File: config.mk
export PLATFORM = sky130hd
export DESIGN_NAME = morse_keying_encoder
export DESIGN_NICKNAME = d
export VERILOG_FILES = /design/src/sv/mke_pkg.sv /design/src/sv/morse_keying_encoder.sv /design/src/sv/mke_front.sv /design/src/sv/mke_fifo.sv /design/src/sv/mke_back.sv
export SDC_FILE = /design/constraint.sdc
export NUM_CORES = 1
export LEC_CHECK = 0
export ABC_AREA = 1
export BUFFER_PORTS_ARGS = -buffer_cell sky130_fd_sc_hd__buf_2
export CORE_MARGIN = 5
export CORE_UTILIZATION = 30
export DETAILED_ROUTE_END_ITERATION = 7
export GPL_TIMING_DRIVEN = 0
export PLACE_DENSITY = 0.46
export SYNTH_ARGS = -nofsm -noshare
export SYNTH_HDL_FRONTEND = slang
export SYNTH_SLANG_ARGS = --single-unit
File: constraint.sdc
create_clock -name clk -period 1.7 [get_ports clk]
set_input_delay 0.255 -clock clk [delete_from_list [all_inputs] [get_ports clk]]
set_output_delay 0.255 -clock clk [all_outputs]
set_load 0.01 [all_outputs]
File: src/sv/mke_pkg.sv
// Shared types and the character pattern table of the Morse keying encoder.
// Used by mke_front, mke_fifo and mke_back; depends on nothing.
package mke_pkg;

	localparam int unsigned CHAR_W    = 8;
	localparam int unsigned MAX_ELEMS = 5;
	localparam int unsigned ELEM_CW   = 3;
	localparam int unsigned GAP_CW    = 3;

	localparam logic [GAP_CW-1:0] SHORT_GAP_UNITS = 3'd4;
	localparam logic [GAP_CW-1:0] LONG_GAP_UNITS  = 3'd7;
	localparam logic [GAP_CW-1:0] TRAIL_UNITS     = 3'd2;

	// dash bit i = 1 means element i is a dash; element 0 is keyed first
	typedef struct packed {
		logic                  hit;
		logic [ELEM_CW-1:0]    n_elem;
		logic [MAX_ELEMS-1:0]  dash;
	} glyph_t;

	// one classified item handed from front to back
	typedef struct packed {
		logic                  is_char;
		logic                  long_gap;
		logic [ELEM_CW-1:0]    n_elem;
		logic [MAX_ELEMS-1:0]  dash;
	} desc_t;

	function automatic glyph_t glyph_lookup(input logic [CHAR_W-1:0] code);
		glyph_t g;
		g.hit = 1'b1;
		unique case (code)
			8'h41: begin g.n_elem = 3'd2; g.dash = 5'b00010; end // A
			8'h42: begin g.n_elem = 3'd4; g.dash = 5'b00001; end // B
			8'h43: begin g.n_elem = 3'd4; g.dash = 5'b00101; end // C
			8'h44: begin g.n_elem = 3'd3; g.dash = 5'b00001; end // D
			8'h45: begin g.n_elem = 3'd1; g.dash = 5'b00000; end // E
			8'h46: begin g.n_elem = 3'd4; g.dash = 5'b00100; end // F
			8'h47: begin g.n_elem = 3'd3; g.dash = 5'b00011; end // G
			8'h48: begin g.n_elem = 3'd4; g.dash = 5'b00000; end // H
			8'h49: begin g.n_elem = 3'd2; g.dash = 5'b00000; end // I
			8'h4A: begin g.n_elem = 3'd4; g.dash = 5'b01110; end // J
			8'h4B: begin g.n_elem = 3'd3; g.dash = 5'b00101; end // K
			8'h4C: begin g.n_elem = 3'd4; g.dash = 5'b00010; end // L
			8'h4D: begin g.n_elem = 3'd2; g.dash = 5'b00011; end // M
			8'h4E: begin g.n_elem = 3'd2; g.dash = 5'b00001; end // N
			8'h4F: begin g.n_elem = 3'd3; g.dash = 5'b00111; end // O
			8'h50: begin g.n_elem = 3'd4; g.dash = 5'b00110; end // P
			8'h51: begin g.n_elem = 3'd4; g.dash = 5'b01011; end // Q
			8'h52: begin g.n_elem = 3'd3; g.dash = 5'b00010; end // R
			8'h53: begin g.n_elem = 3'd3; g.dash = 5'b00000; end // S
			8'h54: begin g.n_elem = 3'd1; g.dash = 5'b00001; end // T
			8'h55: begin g.n_elem = 3'd3; g.dash = 5'b00100; end // U
			8'h56: begin g.n_elem = 3'd4; g.dash = 5'b01000; end // V
			8'h57: begin g.n_elem = 3'd3; g.dash = 5'b00110; end // W
			8'h58: begin g.n_elem = 3'd4; g.dash = 5'b01001; end // X
			8'h59: begin g.n_elem = 3'd4; g.dash = 5'b01101; end // Y
			8'h5A: begin g.n_elem = 3'd4; g.dash = 5'b00011; end // Z
			8'h30: begin g.n_elem = 3'd5; g.dash = 5'b11111; end // 0
			8'h31: begin g.n_elem = 3'd5; g.dash = 5'b11110; end // 1
			8'h32: begin g.n_elem = 3'd5; g.dash = 5'b11100; end // 2
			8'h33: begin g.n_elem = 3'd5; g.dash = 5'b11000; end // 3
			8'h34: begin g.n_elem = 3'd5; g.dash = 5'b10000; end // 4
			8'h35: begin g.n_elem = 3'd5; g.dash = 5'b00000; end // 5
			8'h36: begin g.n_elem = 3'd5; g.dash = 5'b00001; end // 6
			8'h37: begin g.n_elem = 3'd5; g.dash = 5'b00011; end // 7
			8'h38: begin g.n_elem = 3'd5; g.dash = 5'b00111; end // 8
			8'h39: begin g.n_elem = 3'd5; g.dash = 5'b01111; end // 9
			default: begin
				g.hit    = 1'b0;
				g.n_elem = '0;
				g.dash   = '0;
			end
		endcase
		return g;
	endfunction

endpackage

File: src/sv/morse_keying_encoder.sv
// Morse keying encoder: one ASCII character in, 4 to 22 keying units out.
// A character's first unit passes through the descriptor queue and the sequencer register before it appears.
// Throughput: one unit per cycle unless m_tready stalls the output; a character has 4..22 units
// (4 or 7 for a space), and the next starts without a gap if it is already queued.
// The front end keeps accepting while the descriptor queue has room.
// Reset: arst_n clears the queue, the sequencer and the previous-space flag.
module morse_keying_encoder #(
	parameter int unsigned QUEUE_DEPTH = 2
) (
	input  logic       clk,
	input  logic       arst_n,
	input  logic       s_tvalid,
	output logic       s_tready,
	input  logic [7:0] s_tdata,   // [7:0] char_code
	output logic       m_tvalid,
	input  logic       m_tready,
	output logic [7:0] m_tdata,   // [0] key_on, [7:1] zero
	output logic       m_tlast    // last_unit
);

	logic           push;
	logic           pop;
	logic           q_full;
	logic           q_valid;
	mke_pkg::desc_t push_desc;
	mke_pkg::desc_t q_head;
	logic           key_on;

	mke_front u_front (
		.clk        (clk),
		.arst_n     (arst_n),
		.in_valid   (s_tvalid),
		.in_code    (s_tdata),
		.queue_full (q_full),
		.in_ready   (s_tready),
		.push       (push),
		.push_desc  (push_desc)
	);

	mke_fifo #(
		.DEPTH (QUEUE_DEPTH)
	) u_fifo (
		.clk       (clk),
		.arst_n    (arst_n),
		.push      (push),
		.push_desc (push_desc),
		.pop       (pop),
		.full      (q_full),
		.not_empty (q_valid),
		.head      (q_head)
	);

	mke_back u_back (
		.clk       (clk),
		.arst_n    (arst_n),
		.q_valid   (q_valid),
		.q_head    (q_head),
		.q_pop     (pop),
		.out_valid (m_tvalid),
		.out_ready (m_tready),
		.out_key   (key_on),
		.out_last  (m_tlast)
	);

	assign m_tdata = {7'd0, key_on};

endmodule

File: src/sv/mke_front.sv
// Front end: classifies each character into a keying descriptor.
// Uses mke_pkg (glyph table, desc_t); feeds mke_fifo.
module mke_front (
	input  logic                          clk,
	input  logic                          arst_n,
	input  logic                          in_valid,
	input  logic [mke_pkg::CHAR_W-1:0]    in_code,
	input  logic                          queue_full,
	output logic                          in_ready,
	output logic                          push,
	output mke_pkg::desc_t                push_desc
);

	logic            prev_space_q;
	mke_pkg::glyph_t glyph;

	assign glyph    = mke_pkg::glyph_lookup(in_code);
	assign in_ready = !queue_full;
	assign push     = in_valid && in_ready;

	always_comb begin
		push_desc.is_char  = glyph.hit;
		push_desc.long_gap = !glyph.hit && prev_space_q;
		push_desc.n_elem   = glyph.n_elem;
		push_desc.dash     = glyph.dash;
	end

	// unmatched codes count as spaces
	always_ff @(posedge clk or negedge arst_n) begin
		if (!arst_n) begin
			prev_space_q <= 1'b0;
		end else if (push) begin
			prev_space_q <= !glyph.hit;
		end
	end

endmodule

File: src/sv/mke_fifo.sv
// Short descriptor queue between the front end and the unit sequencer.
// Uses mke_pkg::desc_t.
module mke_fifo #(
	parameter int unsigned DEPTH = 2
) (
	input  logic           clk,
	input  logic           arst_n,
	input  logic           push,
	input  mke_pkg::desc_t push_desc,
	input  logic           pop,
	output logic           full,
	output logic           not_empty,
	output mke_pkg::desc_t head
);

	localparam int unsigned AW = (DEPTH > 1) ? $clog2(DEPTH) : 1;
	localparam int unsigned CW = $clog2(DEPTH + 1);

	mke_pkg::desc_t mem_q [DEPTH];
	logic [AW-1:0]  wr_ptr_q;
	logic [AW-1:0]  rd_ptr_q;
	logic [CW-1:0]  count_q;

	assign full      = (count_q == CW'(DEPTH));
	assign not_empty = (count_q != '0);
	assign head      = mem_q[rd_ptr_q];

	function automatic logic [AW-1:0] ptr_next(input logic [AW-1:0] p);
		return (p == AW'(DEPTH - 1)) ? '0 : p + AW'(1);
	endfunction

	always_ff @(posedge clk) begin
		if (push) begin
			mem_q[wr_ptr_q] <= push_desc;
		end
	end

	always_ff @(posedge clk or negedge arst_n) begin
		if (!arst_n) begin
			wr_ptr_q <= '0;
			rd_ptr_q <= '0;
			count_q  <= '0;
		end else begin
			if (push) begin
				wr_ptr_q <= ptr_next(wr_ptr_q);
			end
			if (pop) begin
				rd_ptr_q <= ptr_next(rd_ptr_q);
			end
			unique case ({push, pop})
				2'b10:   count_q <= count_q + CW'(1);
				2'b01:   count_q <= count_q - CW'(1);
				default: count_q <= count_q;
			endcase
		end
	end

endmodule

File: src/sv/mke_back.sv
// Back end: walks a descriptor one keying unit per cycle, unless out_ready stalls, into an output register.
// Uses mke_pkg (desc_t, gap lengths); pops mke_fifo.
module mke_back (
	input  logic           clk,
	input  logic           arst_n,
	input  logic           q_valid,
	input  mke_pkg::desc_t q_head,
	output logic           q_pop,
	output logic           out_valid,
	input  logic           out_ready,
	output logic           out_key,
	output logic           out_last
);

	logic                               active_q;
	logic                               elems_q;
	logic [mke_pkg::MAX_ELEMS-1:0]      dash_q;
	logic [mke_pkg::ELEM_CW-1:0]        left_q;
	logic [1:0]                         unit_q;
	logic [mke_pkg::GAP_CW-1:0]         zcnt_q;
	logic                               out_valid_q;
	logic                               out_key_q;
	logic                               out_last_q;

	logic can_emit;
	logic unit_key;
	logic unit_last;
	logic elem_end;

	always_comb begin
		if (elems_q) begin
			unit_key = dash_q[0] ? (unit_q != 2'd3) : (unit_q == 2'd0);
			elem_end = dash_q[0] ? (unit_q == 2'd3) : (unit_q == 2'd1);
		end else begin
			unit_key = 1'b0;
			elem_end = 1'b0;
		end
	end

	assign unit_last = !elems_q && (zcnt_q == mke_pkg::GAP_CW'(1));
	assign can_emit  = active_q && (!out_valid_q || out_ready);
	assign q_pop     = q_valid && (!active_q || (can_emit && unit_last));

	assign out_valid = out_valid_q;
	assign out_key   = out_key_q;
	assign out_last  = out_last_q;

	always_ff @(posedge clk or negedge arst_n) begin
		if (!arst_n) begin
			active_q    <= 1'b0;
			out_valid_q <= 1'b0;
		end else begin
			if (q_pop) begin
				active_q <= 1'b1;
			end else if (can_emit && unit_last) begin
				active_q <= 1'b0;
			end
			if (can_emit) begin
				out_valid_q <= 1'b1;
			end else if (out_ready) begin
				out_valid_q <= 1'b0;
			end
		end
	end

	// sequencer payload and output data: no reset needed
	always_ff @(posedge clk) begin
		if (can_emit) begin
			out_key_q  <= unit_key;
			out_last_q <= unit_last;
		end
		if (q_pop) begin
			elems_q <= q_head.is_char;
			dash_q  <= q_head.dash;
			left_q  <= q_head.n_elem;
			unit_q  <= 2'd0;
			if (q_head.is_char) begin
				zcnt_q <= mke_pkg::TRAIL_UNITS;
			end else begin
				zcnt_q <= q_head.long_gap ? mke_pkg::LONG_GAP_UNITS
				                          : mke_pkg::SHORT_GAP_UNITS;
			end
		end else if (can_emit) begin
			if (elems_q) begin
				if (elem_end) begin
					// advance to the next element, or into the closing gap
					unit_q <= 2'd0;
					dash_q <= dash_q >> 1;
					left_q <= left_q - mke_pkg::ELEM_CW'(1);
					if (left_q == mke_pkg::ELEM_CW'(1)) begin
						elems_q <= 1'b0;
					end
				end else begin
					unit_q <= unit_q + 2'd1;
				end
			end else begin
				zcnt_q <= zcnt_q - mke_pkg::GAP_CW'(1);
			end
		end
	end

endmodule

# ---- After elaboration in Yosys (flattened, before gate mapping)
# Memories as Yosys holds them, arrays and structs flattened.
# Index checks and enable logic that the tools add are counted.
dict set report totals {
  out_inout_bits 11
  reg_bits 23
  romBits 0
  elab_cells 124
  mem_count 1
  in_bits 12
  latch_bits 0
  ramBits 20
}
dict set report op_classes {
  n_eq_ne 45
  n_mul 0
  n_addsub 7
  order_cmp 0
  reduce_logical 25
  bitwise 0
  n_mux 33
  div_mod_pow 0
  n_shift 0
}
# name depth word_bits rd rd_clocked_by_memory_dff write_ports line_no
set mem_list {}
lappend mem_list {u_fifo.mem_q 2 10 1 0 1 mke_fifo.sv:19} ;# mke_pkg::desc_t mem_q [DEPTH];
# operator count
set op_table {}
lappend op_table {{8-bit one-hot mux with 36 select lines} 1}
lappend op_table {{8-bit by 7-bit equality test with 1-bit output (second input constant)} 26}
lappend op_table {{8-bit by 6-bit equality test with 1-bit output (second input constant)} 10}
lappend op_table {{36-bit OR reduction} 1}
lappend op_table {{3-bit two-way mux} 8}
lappend op_table {{5-bit two-way mux} 4}
lappend op_table {{1-bit two-way mux} 17}
lappend op_table {{2-bit nonzero test} 7}
lappend op_table {{2-bit equality test (second input constant)} 3}
lappend op_table {{3-bit by 1-bit equality test with 1-bit output (second input constant)} 2}
lappend op_table {{1-bit logical AND} 6}
lappend op_table {{3-bit by 1-bit subtractor with 3-bit output (second input constant)} 2}
lappend op_table {{1-bit logical NOT} 5}
lappend op_table {{2-bit by 1-bit adder with 2-bit output (second input constant)} 2}
lappend op_table {{2-bit by 1-bit equality test with 1-bit output (second input constant)} 2}
lappend op_table {{2-bit two-way mux} 2}
lappend op_table {{2-bit != test (second input constant)} 2}
lappend op_table {{2-bit one-hot mux with 2 select lines} 1}
lappend op_table {{2-bit AND reduction} 2}
lappend op_table {{3-bit AND reduction} 1}
lappend op_table {{1-bit adder (second input constant)} 2}
lappend op_table {{2-bit logical NOT} 1}
lappend op_table {{1-bit logical OR} 2}
lappend op_table {{2-bit by 1-bit subtractor with 2-bit output (second input constant)} 1}

# ---- Longest topological paths before layout
# Gate-level depths: netlist (run 1).
dict set report depth {
  word_depth 8
  depth_mapped 12
  ltp_nobuf 11
}

# ---- Cells and area by module
# From an unflattened synthesis (run 1), not the netlist that was laid out.
dict set report unflattened {
  cells_unflattened 334
  hier_area_um2 2768.9
}
# module area_per_inst_um2 seq_area_each_um2 n_inst cells_each
set by_module_without_submodules {}
lappend by_module_without_submodules {mke_fifo 991.0 700.7 1 76}
lappend by_module_without_submodules {mke_back 968.4 510.5 1 109}
lappend by_module_without_submodules {mke_front 745.7 25.0 1 140}
lappend by_module_without_submodules {morse_keying_encoder 63.8 0.0 1 9}

# ---- Least setup slack after synthesis (run 1)
# Ideal clock, no wire load.
dict set report synth_path {
  kind {register to register}
  start {register u_back.out_valid_q, in the netlist u_back.out_valid}
  end {register u_fifo.count_q[1]}
  n_path_buf 1
  path_slack_ps -159
  setup_ps 124
  stages_incl_launch_ff 11
  period_less_slack_ps 1859
  arrival_ps 1735
  t_required_ps 1576
  path_cell_list {dfrtp_1 > nand2_1 > nand2_1 > o21ai_1 > o21ai_1 > inv_2 > buf_2 > ha_1 > a21oi_1 > o21ai_0 > xnor2_1}
}
dict set report synth_via {
  elab_chain_cells 8
  elab_cells_between_ends 10
  classes_between {2 x eq/ne; 1 x mux; 7 x reduce/logical}
}
# item line_no
set synth_lines {}
lappend synth_lines {{start, declared} mke_back.sv:21} ;# logic out_valid_q;
lappend synth_lines {{start signal, assigned} mke_back.sv:51} ;# out_valid_q <= 1'b0;
lappend synth_lines {{start signal, assigned} mke_back.sv:59} ;# out_valid_q <= 1'b1;
lappend synth_lines {{start signal, assigned} mke_back.sv:61} ;# out_valid_q <= 1'b0;
lappend synth_lines {{1-bit logical NOT *} mke_back.sv:41} ;# assign can_emit = active_q && (!out_valid_q || out_ready);
lappend synth_lines {{1-bit logical OR *} mke_back.sv:41}
lappend synth_lines {{1-bit logical AND *} mke_back.sv:41}
lappend synth_lines {{1-bit logical AND *} mke_back.sv:42} ;# assign q_pop = q_valid && (!active_q || (can_emit && unit_last));
lappend synth_lines {{1-bit logical OR *} mke_back.sv:42}
lappend synth_lines {{1-bit logical AND *} mke_back.sv:42}
lappend synth_lines {{named net pop} morse_keying_encoder.sv:22} ;# logic pop;
lappend synth_lines {{2-bit by 1-bit equality test with 1-bit output / 2-bit equality test (equally long branches)} mke_fifo.sv:50} ;# unique case ({push, pop})
lappend synth_lines {{2-bit one-hot mux with 2 select lines / 2-bit nonzero test (equally long branches)} n/a}
lappend synth_lines {{end signal, assigned} mke_fifo.sv:51} ;# 2'b10: count_q <= count_q + CW'(1);
lappend synth_lines {{end signal, assigned} mke_fifo.sv:52} ;# 2'b01: count_q <= count_q - CW'(1);
lappend synth_lines {{end signal, assigned} mke_fifo.sv:53} ;# default: count_q <= count_q;
lappend synth_lines {{end, declared} mke_fifo.sv:22} ;# logic [CW-1:0] count_q;
# Mark *: on every way through the listed nets, which the timed path passes. The rest lies on a longest branch.
# A chain may end at the register's enable or synchronous reset.

# ---- Worst setup path after layout (run 1)
dict set report layout_path {
  start {register u_back.zcnt_q[1] (netlist bit)}
  end {register u_fifo.count_q[1]}
}
dict set report layout_via {
  elab_chain_cells 7
  elab_cells_between_ends 9
  classes_between {3 x eq/ne; 1 x mux; 5 x reduce/logical}
}
# item line_no
set layout_lines {}
lappend layout_lines {{start, declared} mke_back.sv:20} ;# logic [mke_pkg::GAP_CW-1:0] zcnt_q;
lappend layout_lines {{start signal, assigned} mke_back.sv:78} ;# zcnt_q <= mke_pkg::TRAIL_UNITS;
lappend layout_lines {{start signal, assigned} mke_back.sv:80} ;# zcnt_q <= q_head.long_gap ? mke_pkg::LONG_GAP_UNITS
lappend layout_lines {{start signal, assigned} mke_back.sv:97} ;# zcnt_q <= zcnt_q - mke_pkg::GAP_CW'(1);
lappend layout_lines {{3-bit by 1-bit equality test with 1-bit output *} mke_back.sv:40} ;# assign unit_last = !elems_q && (zcnt_q == mke_pkg::GAP_CW'(1));
lappend layout_lines {{1-bit logical AND *} mke_back.sv:40}
lappend layout_lines {{1-bit logical AND *} mke_back.sv:42}
lappend layout_lines {{1-bit logical OR *} mke_back.sv:42}
lappend layout_lines {{1-bit logical AND *} mke_back.sv:42}
lappend layout_lines {{named net pop} morse_keying_encoder.sv:22}
lappend layout_lines {{2-bit by 1-bit equality test with 1-bit output / 2-bit equality test (equally long branches)} mke_fifo.sv:50}
lappend layout_lines {{2-bit one-hot mux with 2 select lines / 2-bit nonzero test (equally long branches)} n/a}
# Marks and branches as above.

==> results of run 1 <==
-- cell usage after synthesis, drive strengths merged, types with 4 or more instances --
library cell,count,area [um2]
nand2,83,339.1
ha,7,87.58
edfxtp,34,1021
buf,13,96.34
a21oi,9,45.04
nand4,5,31.28
inv,33,123.9
a31oi,6,37.54
o21ai,12,63.81
nand3,16,85.08
xnor2,4,35.03
nor2,53,226.5
dfrtp,7,175.2
nor3,6,35.03
-- metrics by stage --
| step | std cells | setup slack (ps) | hold slack, ps | area (um2) |
|---|---|---|---|---|
| after floorplan | 310 | 5.769 | -40.59 | 2587 |
| after global placement | 428 | -292.3 | 101.1 | 2784 |
| after detailed placement | 428 | -297.9 | 97.74 | 2784 |
| after CTS | 440 | -72.44 | 230.3 | 2928 |
| after global routing | 443 | -127.2 | 254.4 | 2995 |
| final | 443 | 5.250 | 234.4 | 2995 |
-- power by group --
group	switching, uW	total, uW	internal [uW]
Combinational	1020	1730	715
Clock	336	623	287
Sequential	204	1900	1700
Total	1560	4260	2700
-- tightest hold or removal path, stage by stage --
cell	delay [ps]
buf_2	70
inv_1	30
nand2_1	70
nand2_1	60
-- timing repair --
item,in CTS,in global routing
hold endpoints to repair,7,0
setup buffers,3,3
pin swaps,0,2
setup endpoints to repair,34,36
hold buffers,1,0
resized for setup,8,10
-- per-layer routing --
| layer | share of wire | up-vias | track usage | routed length, um |
|---|---|---|---|---|
| li1 | - | 1051 | - | - |
| met1 | 0.43 | 907 | 0.1334 | 2325 |
| met2 | 0.49 | 42 | 0.1914 | 2625 |
| met3 | 0.032 | 23 | 0.02457 | 173 |
| met4 | 0.052 | 0 | 0.06458 | 283 |
| met5 | 0 | - | 0 | 0 |
-- worst min path at each step --
stage,slack (ps),startpoint,depth (start not counted),endpoint
floorplan,-40,arst_n,0,u_back.active_q
CTS,230,m_tready,4,u_back.out_valid
global route,250,m_tready,4,u_back.out_valid
detailed placement,100,arst_n,1,u_back.out_valid
finish,230,m_tready,4,u_back.out_valid
global placement,100,arst_n,1,u_back.out_valid
-- state kept, by name (all words and copies together) (netlist names), 2 cells and up --
register / count
u_fifo.mem_q: 20
u_back.dash_q: 5
u_back.left_q: 3
u_back.zcnt_q: 3
u_back.unit_q: 2
u_fifo.count_q: 2
-- cells by family (layout without fill, tap and decap cells) --
group,after synthesis,count (layout),synth area share
AOI/OAI and AO/OA,34,34,0.07833
xor gates and xnor gates,6,6,0.02069
adders and majority gates,7,7,0.03448
buffers and inverters,48,76,0.08965
DFF,43,43,0.4867
muxes,1,1,0.003941
other,1,7,0.001476
and+or+nand+nor,164,164,0.2847
-- final cells by class --
cell class | count | area, um2 | area share
buffer | 14 | 110.1 | 0.03676
multi-input combinational | 219 | 1181 | 0.3943
clock buffer | 6 | 72.57 | 0.02423
clock inverter | 2 | 12.51 | 0.004177
sequential | 43 | 1236 | 0.4127
inverter | 34 | 127.6 | 0.04261
timing repair buffer | 20 | 123.9 | 0.04135
tap | 105 | 131.4 | 0.04386
-- layout by cell type (no fill, tap or decap), drive strengths merged, types with 7 or more instances in the layout --
cell type   n
buf        32
a21oi       9
edfxtp     34
nand2      83
conb        7
inv        33
clkbuf      7
o21ai      12
dfrtp       7
nor2       53
nand3      16
ha          7
==> flow_summary.ini, run 1 <==
[clock_tree]
htreeDepth = 2
insertion_delay_ps = 290
cts_tree = built
clk_pin_slew_ps = 80
cts-root-buf = clkbuf_8
cts_buffer_depth = 2
cts-buffers-inserted = 5
cts.sinks = 43

[critical_path]
worst-path-max-fanout = 3
path_buf_inv = 3
rr_endpoint = u_fifo.count_q[1]
required_ps = 1880
worst-path-stages = 11
critical-path-slowest-cell = edfxtp_1
rrSetupSlack_ps = 5
ff2ff_path_depth = 11
startpoint = u_back.zcnt_q[1]
cp-endpoint = u_fifo.count_q[1]
critical_path.top_delay_family = compound AO/OA/AOI/OAI gates
reg2reg_from = u_back.zcnt_q[1]
crit_type = reg2reg
crit_chain = inv_2 > ha_4 > nand2_4 > o21ai_4 > o21ai_2 > inv_2 > buf_8 > ha_4 > a21oi_2 > o21ai_1 > xnor2_1
cp-end-kind = register
worstPathArrival_ps = 1880
critPathLaunchType = register
critical-path-max-stage-delay_ps = 380

[drt]
drcViolationCount = 0
drt-vias-per-instance = 4.567
dr_total_vias = 2023
drtPass1Iterations = 4
final_antenna_net_count = 0
drt_iter0_drc = 45
wl_per_cell_um = 12.21
drt_wl_total_um = 5408

[place]
gp_congestion = 0.8790
numPortBuffers = 13
dp_hpwl_um = 4219

[floorplanning]
die_w_um = 102.0
std_cell_rows = 33
placeableCoreArea_mm2 = 0.008217
initial_core_util = 0.3091
die_h_um = 102.0
die_area_mm2 = 0.01041
pin_count = 23

[pwr]
finalPower_uw = 4258
power.leakage_uw = 0.001384
power.density_mw_per_mm2 = 1421
peakVddDrop_mv = 0.3757

[timing]
slew_violations = 0
fmax_ghz = 0.5901
rsz0062_at_grt = yes
finalCritPeriodShare = 0.9969
period_needed_ps = 1695
setup_violations = 0
fin_worst_skew_ps = 10.31
setup-tns-final_ps = 0
finalHoldViolCount = 0

[logic_synthesis]
yosysSeqAreaShare = 0.4867
syn_inst = 304
synth_edf_count = 34
ys.flop_type = edfxtp_1
syn_area_per_cell_um2 = 8.355
synth.distinct_cells = 37
synth-seq-cells = 43
async_flop_share = 0.1628
yosys_warnings = 0
synth_area_mm2 = 0.002540

[final_layout]
fillers = 867
final_util = 0.3646
area_growth_pct = 17.93
antenna_cells = 0
nNetsFinal = 356
drive_gt1_frac = 0.2308

[global_route]
grt_start_max_net_pins = 14
grt_pass1_wl_um = 9390
grtUsageTotal = 0.1135
overflow = 0
antenna_found_initial = 0
grt_pass1_vias = 2096

[status]
status = completed

[worst_hold_path]
worst_hold_path_type = in2reg

[run]
maxCapViolCount = 0
Note: power is estimated with default switching activity, not from simulation.
==> inputs of run 2 (changes only) <==
Settings changed: CELL_PAD_IN_SITES_DETAIL_PLACEMENT from default to 0, CELL_PAD_IN_SITES_GLOBAL_PLACEMENT from default to 1, CTS_CLUSTER_SIZE from default to 40, PLACE_DENSITY 0.46 to 0.57.
==> flow_summary.ini, run 2 (synthesized netlist as in run 1, its figures left out) <==
[clock_tree]
cts-root-buf = clkbuf_8
clk_pin_slew_ps = 80
cts_tree = built
htreeDepth = 2
insertion_delay_ps = 290
cts-buffers-inserted = 5
cts_buffer_depth = 2
cts.sinks = 43

[critical_path]
critPathLaunchType = register
required_ps = 1880
reg2reg_from = u_back.zcnt_q[2]
worstPathArrival_ps = 1860
critical-path-max-stage-delay_ps = 420
rr_endpoint = u_fifo.count_q[1]
ff2ff_path_depth = 10
critical-path-slowest-cell = edfxtp_1
crit_chain = nor2_2 > nand2_4 > o21ai_4 > o21ai_2 > inv_2 > buf_8 > ha_4 > a21oi_1 > o21ai_1 > xnor2_1
crit_type = reg2reg
worst-path-max-fanout = 3
rrSetupSlack_ps = 10
cp-end-kind = register

[pwr]
comb_power_share = 0.403
pwr-share-clk = 0.145
switching_share = 0.3587
peakVddDrop_mv = 0.5580
power.density_mw_per_mm2 = 1411
p_sw_uw = 1512
seq_power_share = 0.452
p_int_uw = 2703
power.leakage_uw = 0.001390

[timing]
fin_worst_skew_ps = 6.979
slew_headroom = 0.6686
setup_violations = 0
slew_violations = 0
finalHoldViolCount = 0
period_needed_ps = 1686
finalCritPeriodShare = 0.9919
worstMarginPinSlew_ps = 494.4
fin_ws_ps = 13.78
rsz0062_at_grt = yes
fmax_ghz = 0.5930

[run]
maxCapViolCount = 0

[global_route]
grtUsageTotal = 0.1078
antenna_found_initial = 0
grt_pass1_vias = 1998
grt_pass1_wl_um = 9039
overflow = 0
grt_start_max_net_pins = 13

[final_layout]
final_cell_mix = 74 x nand2_1, 41 x nor2_1, 34 x edfxtp_1
drive_gt1_frac = 0.2271
area_growth_pct = 17.59
fillers = 863
final_util = 0.3635
reg.largest.list = u_fifo.mem_q x20, u_back.dash_q x5
largest_reg_flops = 20
top_register = u_fifo.mem_q
antenna_cells = 0
final_common_cell = nand2_1
nNetsFinal = 357

[drt]
drt_wl_total_um = 5277
drtPass1Iterations = 4
drt-vias-per-instance = 4.450
wl_met1_um = 2260
drcViolationCount = 0
drt_iter0_drc = 67
wl_per_cell_um = 11.89
wl_met3_um = 136
wl_met2_um = 2655
highest_layer = met4
dr_total_vias = 1976
final_antenna_net_count = 0

[worst_hold_path]
min_path_cells = 4
worst_hold_path_type = in2reg
min_to = u_back.out_valid
hp-start = m_tready

[floorplanning]
die_h_um = 102.0
initial_core_util = 0.3091
std_cell_rows = 33
die_w_um = 102.0
pin_count = 23
die_area_mm2 = 0.01041
placeableCoreArea_mm2 = 0.008217

[status]
status = completed

[place]
numPortBuffers = 13
dp_hpwl_um = 4219
gp_congestion = 0.8552
post-place-ws_ps = -305.0
[run 2: routing by layer]
metal,up-vias,global-route usage
met2,37,0.1949
li1,1048,-
met3,18,0.01775
met4,0,0.05550
met1,873,0.1212
met5,-,0
[run 2: power groups by stage]
stage	clock [uW]	sequential, uW	combinational (uW)
floorplan	0	1880	1130
global placement	0	1920	1460
detailed placement	0	1930	1470
CTS	626	1890	1610
global route	674	1960	1920
finish	611	1900	1700
[run 2: worst max path at each step]
stage | cells past startpoint | startpoint | endpoint | slack (ps)
floorplan | 10 | u_back.out_valid | u_fifo.count_q[1] | 6
global placement | 6 | u_back.elems_q | u_back.dash_q[4] | -300
detailed placement | 6 | u_back.elems_q | u_back.dash_q[4] | -300
CTS | 11 | u_back.zcnt_q[1] | u_fifo.count_q[1] | -60
global route | 11 | u_back.zcnt_q[1] | u_fifo.count_q[1] | -90
finish | 10 | u_back.zcnt_q[2] | u_fifo.count_q[1] | 10
[run 2: repair_timing]
item                                   in CTS  in global routing
pin swaps                                   0                  1
setup endpoints to repair                  37                 34
hold buffers                                1                  0
gates resized for setup                     7                  9
endpoints found under the hold margin       7                  0
cloned                                      0                  0
setup buffers                               3                  4
[run 2: worst max-delay path, delay by kind of cell (launching register included)]
| kind | cells | cell delay [ps] |
|---|---|---|
| and+or+nand+nor | 2 | 250 |
| DFF | 1 | 420 |
| AOI/OAI and AO/OA | 4 | 440 |
| buffers and inverters | 2 | 170 |
| xor gates and xnor gates | 1 | 120 |
| adders and majority gates | 1 | 190 |
[run 2: through the flow]
| step | cell area, um2 | setup TNS (ps) | instances | power [uW] | hold slack [ps] |
|---|---|---|---|---|---|
| finish | 2987 | 0 | 444 | 4214 | 237.6 |
| global route | 2987 | -219.8 | 444 | 4551 | 250.9 |
| CTS | 2919 | -59.56 | 440 | 4121 | 238.3 |
| detailed placement | 2784 | -5353 | 428 | 3396 | 102.8 |
| global placement | 2784 | -4825 | 428 | 3382 | 103.4 |
| floorplan | 2587 | 0 | 310 | 3012 | -40.59 |
[run 2: layout make-up]
| cell class | count | area (um2) | share of cell area |
|---|---|---|---|
| plain buffers | 14 | 112.6 | 0.03770 |
| flip-flops and latches | 43 | 1236 | 0.4139 |
| clock buffers | 7 | 76.32 | 0.02556 |
| inverters | 34 | 127.6 | 0.04273 |
| well taps | 105 | 131.4 | 0.04399 |
| clock inverters | 1 | 5.005 | 0.001676 |
| repair buffers | 21 | 127.6 | 0.04273 |
| multi-input cells | 219 | 1170 | 0.3917 |
